`config.mk`:
```
export PLATFORM = sky130hd
export DESIGN_NAME = button_click_hold_detector_flat
export DESIGN_NICKNAME = d
export VERILOG_FILES = /design/src/bchd_pkg.sv /design/src/bchd_req_if.sv /design/src/bchd_evt_if.sv /design/src/bchd_cmp.sv /design/src/bchd_ctrl.sv /design/src/button_click_hold_detector.sv /design/src/flat_wrapper.sv
export SDC_FILE = /design/constraint.sdc
export NUM_CORES = 1
export LEC_CHECK = 0
export ABC_AREA = 1
export BUFFER_PORTS_ARGS = -buffer_cell sky130_fd_sc_hd__buf_2
export CAP_MARGIN = 10
export CORE_MARGIN = 2
export CORE_UTILIZATION = 55
export DETAILED_ROUTE_END_ITERATION = 12
export GPL_TIMING_DRIVEN = 0
export PLACE_DENSITY = 0.69
export RECOVER_POWER = 25
export REMOVE_ABC_BUFFERS = 1
export SLEW_MARGIN = 20
export SYNTH_ARGS = -nofsm -noshare
export SYNTH_HDL_FRONTEND = slang
export SYNTH_SLANG_ARGS = --single-unit
```
`constraint.sdc`:
```
create_clock -name clk -period 17.08 [get_ports clk]
set_input_delay 3.416 -clock clk [delete_from_list [all_inputs] [get_ports clk]]
set_output_delay 3.416 -clock clk [all_outputs]
set_load 0.03 [all_outputs]
```
`src/bchd_pkg.sv`:
```
`timescale 1ns / 1ps
`default_nettype none
// ----------------------------------------------------------------------------
// bchd_pkg
// shared types and constants of the button click and hold detector
// ----------------------------------------------------------------------------
package bchd_pkg;

	localparam int unsigned BUTTONS     = 4;
	localparam int unsigned BTN_W       = (BUTTONS > 1) ? $clog2(BUTTONS) : 1;
	localparam int unsigned MAX_RESULTS = 4;
	localparam int unsigned CNT_W       = $clog2(MAX_RESULTS + 1);
	localparam int unsigned LEVEL_BITS  = 4;
	localparam int unsigned OUT_BTN_W   = 2;
	localparam int unsigned CFG_DATA_W  = 16;

	localparam logic [7:0]  DEBOUNCE_RESET  = 8'd30;
	localparam logic [15:0] THRESHOLD_RESET = 16'd500;
	localparam logic [7:0]  CLICK_MAX       = 8'hFF;

	localparam logic FUNC_EDGE  = 1'b0;
	localparam logic FUNC_SCAN  = 1'b1;
	localparam logic KIND_CLICK = 1'b0;
	localparam logic KIND_HOLD  = 1'b1;

	typedef enum logic [0:0] {
		CFG_DEBOUNCE  = 1'b0,
		CFG_THRESHOLD = 1'b1
	} cfg_idx_t;

	typedef enum logic [1:0] {
		ST_IDLE,
		ST_EDGE,
		ST_SCAN,
		ST_FLUSH
	} state_t;

	typedef struct packed {
		logic [7:0]  debounce_ms;
		logic [15:0] threshold_ms;
	} cfg_t;

	typedef struct packed {
		logic ge;
		logic eq;
	} cmp_t;

	typedef struct packed {
		logic [OUT_BTN_W-1:0] event_button;
		logic                 event_kind;
		logic [7:0]           click_total;
		logic [6:0]           hold_level;
	} result_t;

endpackage
`default_nettype wire

```
`src/bchd_req_if.sv`:
```
`timescale 1ns / 1ps
`default_nettype none
// ----------------------------------------------------------------------------
// bchd_req_if
// request channel: edge events and periodic scans
// ----------------------------------------------------------------------------
interface bchd_req_if;
	logic        valid;
	logic        ready;
	logic        func;
	logic [3:0]  button_index;
	logic        edge_pressed;
	logic [3:0]  level_mask;
	logic [31:0] now_ms;

	modport source (
		output valid, func, button_index, edge_pressed, level_mask, now_ms,
		input  ready
	);
	modport sink (
		input  valid, func, button_index, edge_pressed, level_mask, now_ms,
		output ready
	);
endinterface
`default_nettype wire

```
`src/bchd_evt_if.sv`:
```
`timescale 1ns / 1ps
`default_nettype none
// ----------------------------------------------------------------------------
// bchd_evt_if
// event channel: click sequence and hold results
// ----------------------------------------------------------------------------
interface bchd_evt_if;
	logic       valid;
	logic       ready;
	logic [1:0] event_button;
	logic       event_kind;
	logic [7:0] click_total;
	logic [6:0] hold_level;
	logic       last_event;

	modport source (
		output valid, event_button, event_kind, click_total, hold_level, last_event,
		input  ready
	);
	modport sink (
		input  valid, event_button, event_kind, click_total, hold_level, last_event,
		output ready
	);
endinterface
`default_nettype wire

```
`src/bchd_cmp.sv`:
```
`timescale 1ns / 1ps
`default_nettype none
// ----------------------------------------------------------------------------
// bchd_cmp
// shared elapsed-time unit: wrapping subtract and compare against a limit
// ----------------------------------------------------------------------------
module bchd_cmp (
	input  wire logic [31:0]   now_ms,
	input  wire logic [31:0]   stamp,
	input  wire logic [15:0]   limit,
	output bchd_pkg::cmp_t     res
);

	logic [31:0] elapsed;

	assign elapsed = now_ms - stamp;
	assign res.ge  = (elapsed >= {16'd0, limit});
	assign res.eq  = (elapsed == {16'd0, limit});

endmodule
`default_nettype wire

```
`src/bchd_ctrl.sv`:
```
`timescale 1ns / 1ps
`default_nettype none
// ----------------------------------------------------------------------------
// bchd_ctrl
// sequencer, per-button state and result registers
// ----------------------------------------------------------------------------
module bchd_ctrl (
	input  wire logic       clk,
	input  wire logic       arst_n,
	input  bchd_pkg::cfg_t  cfg,
	bchd_req_if.sink        req_in,
	bchd_evt_if.source      evt_out
);

	localparam int unsigned BTN_W = bchd_pkg::BTN_W;
	localparam int unsigned CNT_W = bchd_pkg::CNT_W;

	bchd_pkg::state_t state_q, state_d;

	logic        edge_press_q;
	logic [3:0]  idx_q;
	logic [3:0]  levels_q;
	logic [31:0] now_q;
	logic [BTN_W-1:0] scan_q;
	logic [CNT_W-1:0] n_q;

	logic [7:0]  click_q   [bchd_pkg::BUTTONS];
	logic [7:0]  hold_q    [bchd_pkg::BUTTONS];
	logic [31:0] press_q   [bchd_pkg::BUTTONS];
	logic [31:0] release_q [bchd_pkg::BUTTONS];

	logic               pend_valid_q;
	bchd_pkg::result_t  pend_q;
	logic               out_valid_q;
	logic               out_last_q;
	bchd_pkg::result_t  out_q;

	logic [BTN_W-1:0]  addr;
	logic              down;
	logic [31:0]       stamp;
	logic [15:0]       limit;
	bchd_pkg::cmp_t    cmp;
	logic              ev_hold, ev_click, ev;
	logic              out_free;
	logic              accept, start_edge, start_scan;
	logic              step, push_out, flush_move;
	logic              last_btn, limit_hit;
	logic              idx_ok;
	logic [7:0]        hold_inc;
	bchd_pkg::result_t new_res;

	assign accept     = req_in.valid && req_in.ready;
	assign start_edge = accept && (req_in.func == bchd_pkg::FUNC_EDGE);
	assign start_scan = accept && (req_in.func == bchd_pkg::FUNC_SCAN);

	// edges for buttons past the button count leave the state alone
	assign idx_ok = ({1'b0, idx_q} < 5'(bchd_pkg::BUTTONS));

	assign addr = (state_q == bchd_pkg::ST_EDGE) ? BTN_W'(idx_q) : scan_q;

	always_comb begin
		down = 1'b0;
		for (int k = 0; k < bchd_pkg::LEVEL_BITS; k++) begin
			if (k < bchd_pkg::BUTTONS && scan_q == BTN_W'(k)) begin
				down = levels_q[k];
			end
		end
	end

	// one elapsed-time compare per cycle, shared by edge and scan work
	assign stamp = ((state_q == bchd_pkg::ST_EDGE) || down) ? press_q[addr] : release_q[addr];
	assign limit = (state_q == bchd_pkg::ST_EDGE) ? {8'd0, cfg.debounce_ms} : cfg.threshold_ms;

	bchd_cmp u_cmp (
		.now_ms (now_q),
		.stamp  (stamp),
		.limit  (limit),
		.res    (cmp)
	);

	assign hold_inc = hold_q[addr] + 8'd1;
	assign ev_hold  = down && cmp.ge;
	assign ev_click = !down && (click_q[addr] != 8'd0) && cmp.ge;
	assign ev       = ev_hold || ev_click;

	always_comb begin
		new_res.event_button = bchd_pkg::OUT_BTN_W'(addr);
		new_res.event_kind   = ev_hold ? bchd_pkg::KIND_HOLD : bchd_pkg::KIND_CLICK;
		new_res.click_total  = ev_hold ? 8'd0 : click_q[addr];
		new_res.hold_level   = ev_hold ? hold_inc[7:1] : hold_q[addr][7:1];
	end

	assign out_free  = !out_valid_q || evt_out.ready;
	assign last_btn  = (scan_q == BTN_W'(bchd_pkg::BUTTONS - 1));
	assign limit_hit = ev && ((n_q + CNT_W'(1)) == CNT_W'(bchd_pkg::MAX_RESULTS));

	always_comb begin
		state_d    = state_q;
		step       = 1'b0;
		flush_move = 1'b0;
		unique case (state_q)
			bchd_pkg::ST_IDLE: begin
				if (start_edge) begin
					state_d = bchd_pkg::ST_EDGE;
				end else if (start_scan) begin
					state_d = bchd_pkg::ST_SCAN;
				end
			end
			bchd_pkg::ST_EDGE: begin
				state_d = bchd_pkg::ST_IDLE;
			end
			bchd_pkg::ST_SCAN: begin
				// a new result needs the pending slot moved out first
				if (!(ev && pend_valid_q && !out_free)) begin
					step = 1'b1;
					if (last_btn || limit_hit) begin
						state_d = bchd_pkg::ST_FLUSH;
					end
				end
			end
			bchd_pkg::ST_FLUSH: begin
				if (!pend_valid_q) begin
					state_d = bchd_pkg::ST_IDLE;
				end else if (out_free) begin
					flush_move = 1'b1;
					state_d    = bchd_pkg::ST_IDLE;
				end
			end
			default: state_d = bchd_pkg::ST_IDLE;
		endcase
	end

	assign push_out = (step && ev && pend_valid_q) || flush_move;

	always_ff @(posedge clk or negedge arst_n) begin
		if (!arst_n) begin
			state_q <= bchd_pkg::ST_IDLE;
		end else begin
			state_q <= state_d;
		end
	end

	always_ff @(posedge clk) begin
		if (accept) begin
			edge_press_q <= req_in.edge_pressed;
			idx_q        <= req_in.button_index;
			levels_q     <= req_in.level_mask;
			now_q        <= req_in.now_ms;
		end
	end

	always_ff @(posedge clk or negedge arst_n) begin
		if (!arst_n) begin
			scan_q <= '0;
			n_q    <= '0;
		end else if (start_scan) begin
			scan_q <= '0;
			n_q    <= '0;
		end else if (step) begin
			if (!last_btn) begin
				scan_q <= scan_q + BTN_W'(1);
			end
			if (ev) begin
				n_q <= n_q + CNT_W'(1);
			end
		end
	end

	// per-button state
	always_ff @(posedge clk or negedge arst_n) begin
		if (!arst_n) begin
			for (int b = 0; b < bchd_pkg::BUTTONS; b++) begin
				click_q[b]   <= '0;
				hold_q[b]    <= '0;
				press_q[b]   <= '0;
				release_q[b] <= '0;
			end
		end else if (state_q == bchd_pkg::ST_EDGE) begin
			if (idx_ok) begin
				if (edge_press_q) begin
					if (click_q[addr] != bchd_pkg::CLICK_MAX) begin
						click_q[addr] <= click_q[addr] + 8'd1;
					end
					press_q[addr] <= now_q;
				end else begin
					release_q[addr] <= now_q;
					if ((!cmp.ge || cmp.eq) && click_q[addr] != 8'd0) begin
						click_q[addr] <= click_q[addr] - 8'd1;
					end
				end
			end
		end else if (step && ev) begin
			click_q[addr] <= 8'd0;
			if (ev_hold) begin
				press_q[addr] <= now_q;
				hold_q[addr]  <= hold_inc;
			end
		end
	end

	// pending result waits until it is known whether it is the last one
	always_ff @(posedge clk or negedge arst_n) begin
		if (!arst_n) begin
			pend_valid_q <= 1'b0;
		end else if (step && ev) begin
			pend_valid_q <= 1'b1;
		end else if (flush_move) begin
			pend_valid_q <= 1'b0;
		end
	end

	always_ff @(posedge clk) begin
		if (step && ev) begin
			pend_q <= new_res;
		end
	end

	always_ff @(posedge clk or negedge arst_n) begin
		if (!arst_n) begin
			out_valid_q <= 1'b0;
		end else if (push_out) begin
			out_valid_q <= 1'b1;
		end else if (evt_out.ready) begin
			out_valid_q <= 1'b0;
		end
	end

	always_ff @(posedge clk) begin
		if (push_out) begin
			out_q      <= pend_q;
			out_last_q <= flush_move;
		end
	end

	assign req_in.ready         = (state_q == bchd_pkg::ST_IDLE);
	assign evt_out.valid        = out_valid_q;
	assign evt_out.event_button = out_q.event_button;
	assign evt_out.event_kind   = out_q.event_kind;
	assign evt_out.click_total  = out_q.click_total;
	assign evt_out.hold_level   = out_q.hold_level;
	assign evt_out.last_event   = out_last_q;

endmodule
`default_nettype wire

```
`src/button_click_hold_detector.sv`:
```
`timescale 1ns / 1ps
`default_nettype none
// ----------------------------------------------------------------------------
// button_click_hold_detector
// multi-click and long-press detection for a small set of buttons
// ----------------------------------------------------------------------------
// Edge requests (func 0) update one button's click count and press or release
// stamp and produce no event; after the request is accepted the update is made
// in the ST_EDGE state. Scan requests (func 1) visit the buttons one per cycle through
// a single elapsed-time compare unit, pausing while a new event meets a full
// pending slot and an output register not yet taken, and then end in ST_FLUSH.
// Each event is kept one slot back so the final event of a scan can carry
// last_event; the block takes no request until the final event of a scan has
// moved into the output register. Configuration writes are taken at any time
// and should be made only while the block is idle.
// ----------------------------------------------------------------------------
module button_click_hold_detector (
	input  wire logic         clk,
	input  wire logic         arst_n,
	bchd_req_if.sink          req_in,
	bchd_evt_if.source        evt_out,
	input  wire logic         cfg_we,
	input  wire logic [0:0]   cfg_index,
	input  wire logic [bchd_pkg::CFG_DATA_W-1:0] cfg_data
);

	bchd_pkg::cfg_t cfg_q;

	always_ff @(posedge clk or negedge arst_n) begin
		if (!arst_n) begin
			cfg_q.debounce_ms  <= bchd_pkg::DEBOUNCE_RESET;
			cfg_q.threshold_ms <= bchd_pkg::THRESHOLD_RESET;
		end else if (cfg_we) begin
			unique case (bchd_pkg::cfg_idx_t'(cfg_index))
				bchd_pkg::CFG_DEBOUNCE:  cfg_q.debounce_ms  <= cfg_data[7:0];
				bchd_pkg::CFG_THRESHOLD: cfg_q.threshold_ms <= cfg_data[15:0];
				default: ;
			endcase
		end
	end

	bchd_ctrl u_ctrl (
		.clk     (clk),
		.arst_n  (arst_n),
		.cfg     (cfg_q),
		.req_in  (req_in),
		.evt_out (evt_out)
	);

endmodule
`default_nettype wire

```
`src/flat_wrapper.sv`:
```
// flat-port wrapper written by rule: the top's interface ports become plain ports
module button_click_hold_detector_flat 
  (clk, arst_n, cfg_we, cfg_index, cfg_data, req_in_valid, req_in_func, req_in_button_index, req_in_edge_pressed, req_in_level_mask, req_in_now_ms, req_in_ready, evt_out_valid, evt_out_event_button, evt_out_event_kind, evt_out_click_total, evt_out_hold_level, evt_out_last_event, evt_out_ready);
  bchd_req_if req_in_i ();
  bchd_evt_if evt_out_i ();
  input  wire logic clk;
  input  wire logic arst_n;
  input  wire logic cfg_we;
  input  wire logic [0:0] cfg_index;
  input  wire logic [bchd_pkg::CFG_DATA_W-1:0] cfg_data;
  input wire logic [$bits(req_in_i.valid)-1:0] req_in_valid;
  input wire logic [$bits(req_in_i.func)-1:0] req_in_func;
  input wire logic [$bits(req_in_i.button_index)-1:0] req_in_button_index;
  input wire logic [$bits(req_in_i.edge_pressed)-1:0] req_in_edge_pressed;
  input wire logic [$bits(req_in_i.level_mask)-1:0] req_in_level_mask;
  input wire logic [$bits(req_in_i.now_ms)-1:0] req_in_now_ms;
  output wire logic [$bits(req_in_i.ready)-1:0] req_in_ready;
  output wire logic [$bits(evt_out_i.valid)-1:0] evt_out_valid;
  output wire logic [$bits(evt_out_i.event_button)-1:0] evt_out_event_button;
  output wire logic [$bits(evt_out_i.event_kind)-1:0] evt_out_event_kind;
  output wire logic [$bits(evt_out_i.click_total)-1:0] evt_out_click_total;
  output wire logic [$bits(evt_out_i.hold_level)-1:0] evt_out_hold_level;
  output wire logic [$bits(evt_out_i.last_event)-1:0] evt_out_last_event;
  input wire logic [$bits(evt_out_i.ready)-1:0] evt_out_ready;
  assign req_in_i.valid = req_in_valid;
  assign req_in_i.func = req_in_func;
  assign req_in_i.button_index = req_in_button_index;
  assign req_in_i.edge_pressed = req_in_edge_pressed;
  assign req_in_i.level_mask = req_in_level_mask;
  assign req_in_i.now_ms = req_in_now_ms;
  assign req_in_ready = req_in_i.ready;
  assign evt_out_valid = evt_out_i.valid;
  assign evt_out_event_button = evt_out_i.event_button;
  assign evt_out_event_kind = evt_out_i.event_kind;
  assign evt_out_click_total = evt_out_i.click_total;
  assign evt_out_hold_level = evt_out_i.hold_level;
  assign evt_out_last_event = evt_out_i.last_event;
  assign evt_out_i.ready = evt_out_ready;
  button_click_hold_detector u_core (.clk(clk), .arst_n(arst_n), .req_in(req_in_i), .evt_out(evt_out_i), .cfg_we(cfg_we), .cfg_index(cfg_index), .cfg_data(cfg_data));
endmodule
```
==> results of run 1 <==
cell families after synthesis:
family	after synthesis	synth area share
xor+xnor	22	0.008650
buf+inv	377	0.07279
flops	431	0.5022
compound gates	383	0.09672
simple gates	1428	0.2795
mux	15	0.007190
fa+ha+maj	58	0.03291
state kept, by name, indices dropped and copies added, names as in the netlist, 8 cells and up:
signal	count
u_core.u_ctrl.pend_q	18
u_core.cfg_q	24
u_core.u_ctrl.evt_out.click_total	8
u_core.u_ctrl.now_q	32
u_core.u_ctrl.release_q	128
u_core.u_ctrl.hold_q	32
u_core.u_ctrl.click_q	32
u_core.u_ctrl.press_q	128
critical path: cells and delay by family (launching register included):
family,cells,cell delay [ps]
AOI/OAI and AO/OA,5,2600
xor gates and xnor gates,1,180
buffers and inverters,4,1900
DFF,1,480
and+or+nand+nor,19,6240
adders and majority gates,2,600
cell usage in the layout (no fill, tap or decap), types with 21 or more instances in the layout:
cell / instances
edfxtp_1: 78
clkbuf_16: 46
nand2_1: 971
dfrtp_1: 343
nand3_1: 115
ha_1: 57
a22oi_1: 33
buf_2: 79
xor2_1: 21
nand4_1: 187
clkbuf_1: 22
o22ai_1: 81
o21ai_0: 218
a21oi_1: 35
inv_1: 227
nor2_1: 99
worst max-delay path by stage:
stage / from / end / slack [ps] / cells after the start
6_report: u_core.u_ctrl.state_q[0]$_DFFE_PN0P_ / u_core.u_ctrl.press_q[61]$_DFFE_PN0P_ / 4770 / 31
2_1_floorplan: u_core.u_ctrl.state_q[1]$_DFFE_PN0P_ / u_core.u_ctrl.press_q[32]$_DFFE_PN0P_ / 9000 / 29
3_3_place_gp: u_core.u_ctrl.state_q[0]$_DFFE_PN0P_ / u_core.u_ctrl.press_q[33]$_DFFE_PN0P_ / 4350 / 28
5_1_grt: u_core.u_ctrl.state_q[0]$_DFFE_PN0P_ / u_core.u_ctrl.press_q[114]$_DFFE_PN0P_ / 4100 / 31
4_1_cts: u_core.u_ctrl.state_q[0]$_DFFE_PN0P_ / u_core.u_ctrl.press_q[115]$_DFFE_PN0P_ / 8350 / 29
3_5_place_dp: u_core.u_ctrl.state_q[0]$_DFFE_PN0P_ / u_core.u_ctrl.press_q[102]$_DFFE_PN0P_ / 8420 / 34
per-layer routing:
layer	vias to the layer above	track usage	wire length, um
met5	-	0	0
met4	0	0.1141	1934
met3	137	0.03959	4001
met2	763	0.4780	28680
met1	9159	0.3974	25810
li1	9078	-	-
area by class of cell:
class / count / area [um2] / area share
sequential: 431 / 11190 / 0.4552
multi-input combinational: 1906 / 9520 / 0.3873
clock buffer: 68 / 1314 / 0.05345
inverter: 232 / 878.3 / 0.03573
timing repair buffer: 104 / 832.0 / 0.03385
tap: 525 / 656.9 / 0.02672
clock inverter: 18 / 187.7 / 0.007636
antenna: 1 / 2.502 / 0.0001018
per-stage QoR:
| step | hold WS (ps) | instances | worst slack [ps] |
|---|---|---|---|
| after CTS | 415.2 | 3284 | 8347 |
| after global placement | 401.8 | 3178 | 4350 |
| after floorplan | 400.3 | 2569 | 9003 |
| after detailed placement | 404.5 | 3198 | 8417 |
| after global routing | 422.8 | 3284 | 4096 |
| final | 413.4 | 3285 | 4774 |
==> impl_metrics.env, run 1 <==
export IMPL_cp_start_kind="register"
export IMPL_yosys_register_bits=431
export IMPL_crit_path_frequent_cell="nand2_1"
export IMPL_yosysUniqueCellTypes=51
export IMPL_slew_headroom=-2.446
export IMPL_cts_buffer_depth=3
export IMPL_failed_checks="max-capacitance violations, max-slew violations"
export IMPL_worst_ep_arrival_time_ps=12770
export IMPL_postCtsSetupBuffers=0
export IMPL_gr_total_overflow=0
export IMPL_drt_iter0_drc=1877
export IMPL_wl_per_cell_um=18.39
export IMPL_yosysTopAreaCell="dfrtp_1"
export IMPL_yosys_most_used_dff="dfrtp_1"
export IMPL_yosysWarnings=0
export IMPL_antenna_found_initial=1
export IMPL_reg2reg_from="u_core.u_ctrl.state_q[0]$_DFFE_PN0P_"
export IMPL_gp_congestion=0.9233
export IMPL_io_buffers=84
export IMPL_layout_nets=2843
export IMPL_outcome="finished with violations"
export IMPL_fmax_mhz=81.26
export IMPL_cts_tree="yes"
export IMPL_tns_ps=0
export IMPL_path_class="reg -> reg"
export IMPL_min_from="u_core.u_ctrl.pend_q[2]$_DFFE_PN_"
export IMPL_crit_slowest_cell="nand2_1"
export IMPL_insertion_delay_ps=600
export IMPL_yosys_top_cells_count="973 x nand2_1, 343 x dfrtp_1, 227 x inv_1"
export IMPL_yosysSeqAreaShare=0.5022
export IMPL_setup_viol=0
export IMPL_first_pass_iters=6
export IMPL_holdBufCountCts=0
export IMPL_netlist_top_cells_area="dfrtp_1 39%, nand2_1 16%, edfxtp_1 11%, nand4_1 5.3%, o21ai_0 4.9%"
export IMPL_fin_util=0.6172
export IMPL_hold_path_end="u_core.u_ctrl.evt_out.hold_level[2]$_DFFE_PP_"
export IMPL_yosysMostFrequentCell="nand2_1"
export IMPL_die_h_um=205.3
export IMPL_cap_viol_max_count=8
export IMPL_drive_above_1_share=0.08228
export IMPL_grt_pass1_wl_um=97430
export IMPL_synth_edf_count=78
export IMPL_cts_resized=0
export IMPL_rows=73
export IMPL_final_min_clock_period_ps=12310
export IMPL_fin_area_um2=24580
export IMPL_htree_levels=2
export IMPL_cts_made_buffers=46
export IMPL_nFillCells=3519
export IMPL_cp_data_required_time_ps=17540
export IMPL_rrSetupSlack_ps=4770
export IMPL_cts_sinks=431
export IMPL_area_growth_pct=10.34
export IMPL_synthCells=2714
export IMPL_start_util=0.5594
export IMPL_io_pin_count=85
export IMPL_drc=0
export IMPL_min_period_over_period=0.7205
export IMPL_grt_max_degree=101
export IMPL_grt_usage=0.2923
export IMPL_holdPathStages=0
export IMPL_cp_slowest_stage_delay_ps=1900
export IMPL_vias_per_cell=5.826
export IMPL_finClkSkew_ps=17.64
export IMPL_slew_violations=358
export IMPL_hold_path_class="reg -> reg"
export IMPL_yosys_area_top_type_share=0.3853
export IMPL_vias=19140
export IMPL_core_area_um2=39820
export IMPL_ant_nets=0
export IMPL_synth_area_per_cell_um2=8.208
export IMPL_cp_max_fo=94
export IMPL_grt_pass1_vias=18490
export IMPL_hold_viol=0
export IMPL_die_area_um2=42130
export IMPL_post_dp_hpwl_um=38000
export IMPL_root_buffer="clkbuf_16"
export IMPL_path_clk_slew_ps=60
export IMPL_die_x_um=205.3
export IMPL_rsz0062_at_grt="no"
export IMPL_end_kind="register"
export IMPL_rr_endpoint="u_core.u_ctrl.press_q[61]$_DFFE_PN0P_"
export IMPL_synth_async_reset_ratio=0.8190
export IMPL_worst_pin_slew_ps=5169
export IMPL_drt_total_wl_um=60430
export IMPL_syn_area_um2=22280
export IMPL_place_area_um2=23220
export IMPL_reg2reg_depth=31
Power of run 1 is left out: the tool's default activity adds up to more than one toggle a clock period on the data nets, which glitch-free logic cannot reach.
==> inputs of run 2 (changes only) <==
- ABC_AREA: 1 -> 0
- clock period: 17.08 -> 12.1 ns (I/O delays scaled with it)
==> impl_metrics.env, run 2 <==
export IMPL_outcome="finished with violations"
export IMPL_failed_checks="max-capacitance violations, max-slew violations"
export IMPL_postCtsSetupBuffers=0
export IMPL_root_buffer="clkbuf_16"
export IMPL_yosysMostFrequentCell="dfrtp_1"
export IMPL_yosys_most_used_dff="dfrtp_1"
export IMPL_min_period_over_period=0.8554
export IMPL_fin_area_um2=24030
export IMPL_crit_family="compound AO/OA/AOI/OAI gates"
export IMPL_grt_max_degree=104
export IMPL_io_buffers=84
export IMPL_slew_headroom=-2.380
export IMPL_antenna_found_initial=0
export IMPL_cts_tree="yes"
export IMPL_combPwrFrac=0.500
export IMPL_power_density_nw_per_um2=317.6
export IMPL_io_pin_count=85
export IMPL_syn_area_um2=21320
export IMPL_gr_total_overflow=0
export IMPL_leakage_nw=10.58
export IMPL_cp_data_required_time_ps=12550
export IMPL_reg2reg_depth=25
export IMPL_die_h_um=200.9
export IMPL_ant_nets=0
export IMPL_hold_viol=0
export IMPL_path_class="reg -> reg"
export IMPL_swShare=0.3903
export IMPL_vias_per_cell=5.971
export IMPL_largest_registers="u_core.u_ctrl.press_q (128), u_core.u_ctrl.release_q (128)"
export IMPL_rr_endpoint="u_core.u_ctrl.press_q[9]$_DFFE_PN0P_"
export IMPL_rrSetupSlack_ps=1750
export IMPL_cp_start_kind="register"
export IMPL_gp_congestion=0.8903
export IMPL_multiInputGateArea_um2=9651
export IMPL_final_cells=2172
export IMPL_yosysUniqueCellTypes=74
export IMPL_yosys_top_cells_count="343 x dfrtp_1, 212 x mux2_2, 111 x mux2_1"
export IMPL_post_dp_hpwl_um=30530
export IMPL_dp_cells=2088
export IMPL_clockPowerShare=0.194
export IMPL_finClkSkew_ps=27.17
export IMPL_core_area_um2=38470
export IMPL_hold_path_end="u_core.u_ctrl.evt_out.event_button[0]$_DFFE_PP_"
export IMPL_path_clk_slew_ps=60
export IMPL_drive_above_1_share=0.3053
export IMPL_drc=0
export IMPL_path_depth=25
export IMPL_nFillCells=2980
export IMPL_antenna_cells=0
export IMPL_die_area_um2=40350
export IMPL_yosysTopAreaCell="dfrtp_1"
export IMPL_area_growth_pct=12.75
export IMPL_crit_slowest_cell="a21oi_1"
export IMPL_p_switching_mw=2.980
export IMPL_vias=12970
export IMPL_end_kind="register"
export IMPL_layout_nets=1740
export IMPL_cap_viol_max_count=3
export IMPL_synth_area_per_cell_um2=13.90
export IMPL_cts_made_buffers=46
export IMPL_yosys_register_bits=431
export IMPL_reg2reg_from="u_core.u_ctrl.state_q[1]$_DFFE_PN0P_"
export IMPL_final_cell_mix="343 x dfrtp_1, 212 x mux2_2, 111 x mux2_1, 85 x nand2_1, 79 x buf_2"
export IMPL_cts_resized=0
export IMPL_yosys_area_share_xor_xnor=0.01643
export IMPL_power_total_mw=7.634
export IMPL_final_min_clock_period_ps=10350
export IMPL_cp_max_fo=54
export IMPL_start_util=0.5542
export IMPL_yosys_area_top_type_share=0.4027
export IMPL_seqCellArea_um2=11190
export IMPL_yosysSeqAreaShare=0.5249
export IMPL_synth_fa_ha_area_frac=0.03440
export IMPL_grt_pass1_wl_um=75440
export IMPL_synthCells=1534
export IMPL_cp_slowest_stage_delay_ps=1720
export IMPL_synth_async_reset_ratio=0.8190
export IMPL_setup_viol=0
export IMPL_cts_sinks=431
export IMPL_cts_buffer_depth=3
export IMPL_rsz0062_at_grt="no"
export IMPL_holdBufCountCts=0
export IMPL_rows=72
export IMPL_drt_total_wl_um=46160
export IMPL_place_area_um2=22460
export IMPL_mostFrequentLayoutCell="dfrtp_1"
export IMPL_synth_edf_count=78
export IMPL_synth_compound_area_frac=0.06028
export IMPL_die_x_um=200.9
export IMPL_internal_power_mw=4.654
export IMPL_grt_usage=0.2352
export IMPL_max_vdd_ir_drop_mv=0.1430
export IMPL_yosys_area_share_simple=0.06233
export IMPL_synth_mux_area_fraction=0.2764
export IMPL_crit_buf_inv=4
export IMPL_fin_util=0.6248
export IMPL_seqPwrFrac=0.306
export IMPL_synth_top_family_by_area="multiplexers"
export IMPL_worst_pin_slew_ps=5070
export IMPL_netlist_top_cells_area="dfrtp_1 40%, mux2_2 11%, edfxtp_1 11%, mux4_2 8.1%, mux2_1 5.9%"
export IMPL_drt_iter0_drc=717
export IMPL_insertion_delay_ps=580
export IMPL_yosysWarnings=0
export IMPL_fmax_mhz=96.61
export IMPL_first_pass_iters=5
export IMPL_min_from="u_core.u_ctrl.pend_q[16]$_DFFE_PN_"
export IMPL_hold_path_class="reg -> reg"
export IMPL_slew_violations=178
export IMPL_htree_levels=2
export IMPL_holdPathStages=0
export IMPL_grt_pass1_vias=13800
export IMPL_wl_per_cell_um=21.25
export IMPL_worst_ep_arrival_time_ps=10800
run 2: cells by family (layout without fill, tap and decap cells):
logic type	Yosys count	count (layout)
buf+inv	108	228
simple gates	264	264
xor+xnor	40	40
fa+ha+maj	58	58
mux	452	452
flops	431	431
compound gates	181	181
run 2: final cells by class:
type | count | share of cell area
inverters | 33 | 0.005570
multi-input cells | 995 | 0.4015
well taps | 518 | 0.02697
clock buffers | 75 | 0.06226
clock inverters | 9 | 0.005414
flip-flops and latches | 431 | 0.4655
repair buffers | 111 | 0.03275
run 2: worst max-delay path by stage:
stage,start,slack (ps),to
2_1_floorplan,u_core.u_ctrl.state_q[1]$_DFFE_PN0P_,2410,u_core.u_ctrl.press_q[0]$_DFFE_PN0P_
3_3_place_gp,u_core.u_ctrl.state_q[1]$_DFFE_PN0P_,-1660,u_core.u_ctrl.press_q[63]$_DFFE_PN0P_
3_5_place_dp,u_core.u_ctrl.state_q[1]$_DFFE_PN0P_,2590,u_core.u_ctrl.press_q[9]$_DFFE_PN0P_
4_1_cts,u_core.u_ctrl.state_q[1]$_DFFE_PN0P_,2520,u_core.u_ctrl.press_q[8]$_DFFE_PN0P_
5_1_grt,arst_n,1010,u_core.u_ctrl.release_q[22]$_DFFE_PN0P_
6_report,u_core.u_ctrl.state_q[1]$_DFFE_PN0P_,1750,u_core.u_ctrl.press_q[9]$_DFFE_PN0P_
run 2: power groups by stage:
stage / registers [mW] / clock network, mW / logic [mW]
floorplan: 2.34 / 0 / 2.76
global placement: 2.33 / 0 / 3.65
detailed placement: 2.35 / 0 / 3.79
CTS: 2.33 / 1.51 / 3.82
global route: 2.40 / 1.57 / 4.18
finish: 2.33 / 1.48 / 3.82
run 2: layer usage:
metal | global-route usage | up-vias | part of all wire
met5 | 0 | - | 0
met4 | 0.07989 | 0 | 0.025
met3 | 0.03182 | 83 | 0.044
met2 | 0.3867 | 295 | 0.48
met1 | 0.3251 | 6684 | 0.45
li1 | - | 5906 | -
run 2: per-stage QoR:
step                      TNS, ps  hold WS, ps  setup WS, ps
after floorplan                 0        400.3          2411
after global placement    -201210        403.0         -1665
after detailed placement        0        404.5          2588
after CTS                       0        418.5          2524
after global routing            0        422.0          1015
final                           0        416.6          1750
Power figures use the tool's default switching activity.
==> inputs of run 3 (changes only) <==
- PLACE_DENSITY: 0.69 -> 0.72
- clock period: 12.1 -> 8.85 ns (I/O delays scaled with it)
==> impl_metrics.env, run 3 (synthesized netlist as in run 2, its figures left out) <==
export IMPL_cp_slowest_stage_delay_ps=850
export IMPL_area_growth_pct=13.23
export IMPL_min_from="u_core.u_ctrl.pend_q[16]$_DFFE_PN_"
export IMPL_setup_viol=0
export IMPL_holdPathStages=0
export IMPL_hold_viol=0
export IMPL_min_period_over_period=0.9358
export IMPL_worst_pin_slew_ps=5329
export IMPL_largest_registers="u_core.u_ctrl.press_q (128), u_core.u_ctrl.release_q (128)"
export IMPL_drive_above_1_share=0.3083
export IMPL_wl_per_cell_um=20.77
export IMPL_rows=72
export IMPL_antenna_found_initial=0
export IMPL_nFillCells=2910
export IMPL_holdBufCountCts=0
export IMPL_final_cells=2182
export IMPL_core_area_um2=38470
export IMPL_grt_pass1_wl_um=74560
export IMPL_cts_sinks=431
export IMPL_cts_made_buffers=46
export IMPL_path_class="reg -> reg"
export IMPL_leakage_nw=10.63
export IMPL_hold_path_end="u_core.u_ctrl.evt_out.event_button[0]$_DFFE_PP_"
export IMPL_cts_buffer_depth=3
export IMPL_reg2reg_from="u_core.u_ctrl.state_q[1]$_DFFE_PN0P_"
export IMPL_cp_start_kind="register"
export IMPL_reg2reg_depth=25
export IMPL_mostFrequentLayoutCell="dfrtp_1"
export IMPL_combPwrFrac=0.500
export IMPL_cap_viol_max_count=2
export IMPL_ant_nets=0
export IMPL_rsz0062_at_grt="no"
export IMPL_rrSetupSlack_ps=570
export IMPL_end_kind="register"
export IMPL_slew_headroom=-2.553
export IMPL_p_switching_mw=4.044
export IMPL_clockPowerShare=0.194
export IMPL_slew_violations=137
export IMPL_grt_usage=0.2327
export IMPL_post_dp_hpwl_um=30180
export IMPL_dp_cells=2091
export IMPL_die_x_um=200.9
export IMPL_gr_total_overflow=0
export IMPL_grt_pass1_vias=13620
export IMPL_gp_congestion=0.9096
export IMPL_vias=13050
export IMPL_drt_iter0_drc=702
export IMPL_drc=0
export IMPL_fmax_mhz=120.8
export IMPL_crit_slowest_cell="nor2b_1"
export IMPL_worst_ep_arrival_time_ps=8740
export IMPL_cp_max_fo=47
export IMPL_max_vdd_ir_drop_mv=0.2445
export IMPL_vias_per_cell=5.980
export IMPL_cts_tree="yes"
export IMPL_finClkSkew_ps=13.46
export IMPL_final_cell_mix="343 x dfrtp_1, 212 x mux2_2, 111 x mux2_1, 85 x nand2_1, 80 x buf_2"
export IMPL_io_buffers=84
export IMPL_layout_nets=1748
export IMPL_hold_path_class="reg -> reg"
export IMPL_crit_path_frequent_cell="a21oi_1"
export IMPL_internal_power_mw=6.399
export IMPL_root_buffer="clkbuf_16"
export IMPL_failed_checks="max-capacitance violations, max-slew violations"
export IMPL_path_clk_slew_ps=60
export IMPL_first_pass_iters=5
export IMPL_drt_total_wl_um=45330
export IMPL_power_density_nw_per_um2=432.7
export IMPL_swShare=0.3872
export IMPL_antenna_cells=0
export IMPL_final_min_clock_period_ps=8282
export IMPL_grt_max_degree=101
export IMPL_outcome="finished with violations"
export IMPL_insertion_delay_ps=580
export IMPL_io_pin_count=85
export IMPL_start_util=0.5542
export IMPL_tns_ps=0
export IMPL_rr_endpoint="u_core.u_ctrl.click_q[25]$_DFFE_PN0P_"
export IMPL_seqPwrFrac=0.306
export IMPL_htree_levels=2
export IMPL_die_h_um=200.9
export IMPL_die_area_um2=40350
export IMPL_cp_data_required_time_ps=9310
[run 3: cell types whose count changed in the layout (fill, tap and decap cells not counted), sizes merged]
cell	change
buf	+8
clkbuf	-3
clkinv	+3
bufinv	+2
clkdlybuf4s25	+1
inv	-1
[run 3: what timing repair did]
item | in CTS | in global routing
setup buffers | 0 | 5
gates resized for setup | 2 | 1
pin swaps | 1 | 2
endpoints found under the setup margin | 131 | 72
[run 3: metrics by stage]
stage / hold slack (ps) / instance area [um2] / util / setup WS [ps] / total power [mW]
2_1_floorplan: 400.3 / 20900 / - / -839.0 / 6.975
3_3_place_gp: 403.9 / 21970 / 0.5712 / -4802 / 8.142
3_5_place_dp: 404.5 / 22520 / 0.5855 / -581.2 / 8.393
4_1_cts: 419.1 / 24160 / 0.6280 / 6.729 / 10.47
5_1_grt: 420.8 / 24140 / 0.6275 / 190.4 / 11.15
6_report: 413.9 / 24140 / 0.6275 / 568.5 / 10.44
[run 3: metal layers]
metal	global-route usage	vias up	part of all wire
met5	0	-	0
met4	0.06799	0	0.018
met3	0.03815	59	0.045
met2	0.3780	322	0.48
met1	0.3259	6721	0.45
li1	-	5947	-
[run 3: critical path, delay by kind of cell, from the launching register on]
kind | cells | cell delay (ps)
flops | 1 | 470
simple gates | 7 | 2410
compound gates | 8 | 1870
xor+xnor | 1 | 200
fa+ha+maj | 3 | 840
mux | 4 | 1680
buf+inv | 2 | 670
[run 3: worst max-delay path by stage]
stage	startpoint	end
2_1_floorplan	u_core.u_ctrl.state_q[1]$_DFFE_PN0P_	u_core.u_ctrl.press_q[0]$_DFFE_PN0P_
3_3_place_gp	u_core.u_ctrl.state_q[1]$_DFFE_PN0P_	u_core.u_ctrl.press_q[32]$_DFFE_PN0P_
3_5_place_dp	u_core.u_ctrl.state_q[1]$_DFFE_PN0P_	u_core.u_ctrl.press_q[81]$_DFFE_PN0P_
4_1_cts	u_core.u_ctrl.state_q[1]$_DFFE_PN0P_	u_core.u_ctrl.press_q[83]$_DFFE_PN0P_
5_1_grt	u_core.u_ctrl.state_q[1]$_DFFE_PN0P_	u_core.u_ctrl.click_q[26]$_DFFE_PN0P_
6_report	u_core.u_ctrl.state_q[1]$_DFFE_PN0P_	u_core.u_ctrl.click_q[25]$_DFFE_PN0P_
[run 3: layout make-up]
cell class	instances	area [um2]	share of cell area
well taps	518	648.1	0.02685
inverters	33	133.9	0.005547
repair buffers	119	870.8	0.03608
multi-input cells	995	9674	0.4008
clock inverters	13	193.9	0.008035
flip-flops and latches	431	11190	0.4635
clock buffers	73	1428	0.05915
[run 3: power by group through the flow]
stage | Sequential (mW) | Clock (mW) | Combinational (mW)
6_report | 3.20 | 2.03 | 5.22
5_1_grt | 3.29 | 2.15 | 5.71
4_1_cts | 3.19 | 2.07 | 5.21
3_5_place_dp | 3.22 | 0 | 5.17
3_3_place_gp | 3.18 | 0 | 4.96
2_1_floorplan | 3.20 | 0 | 3.78
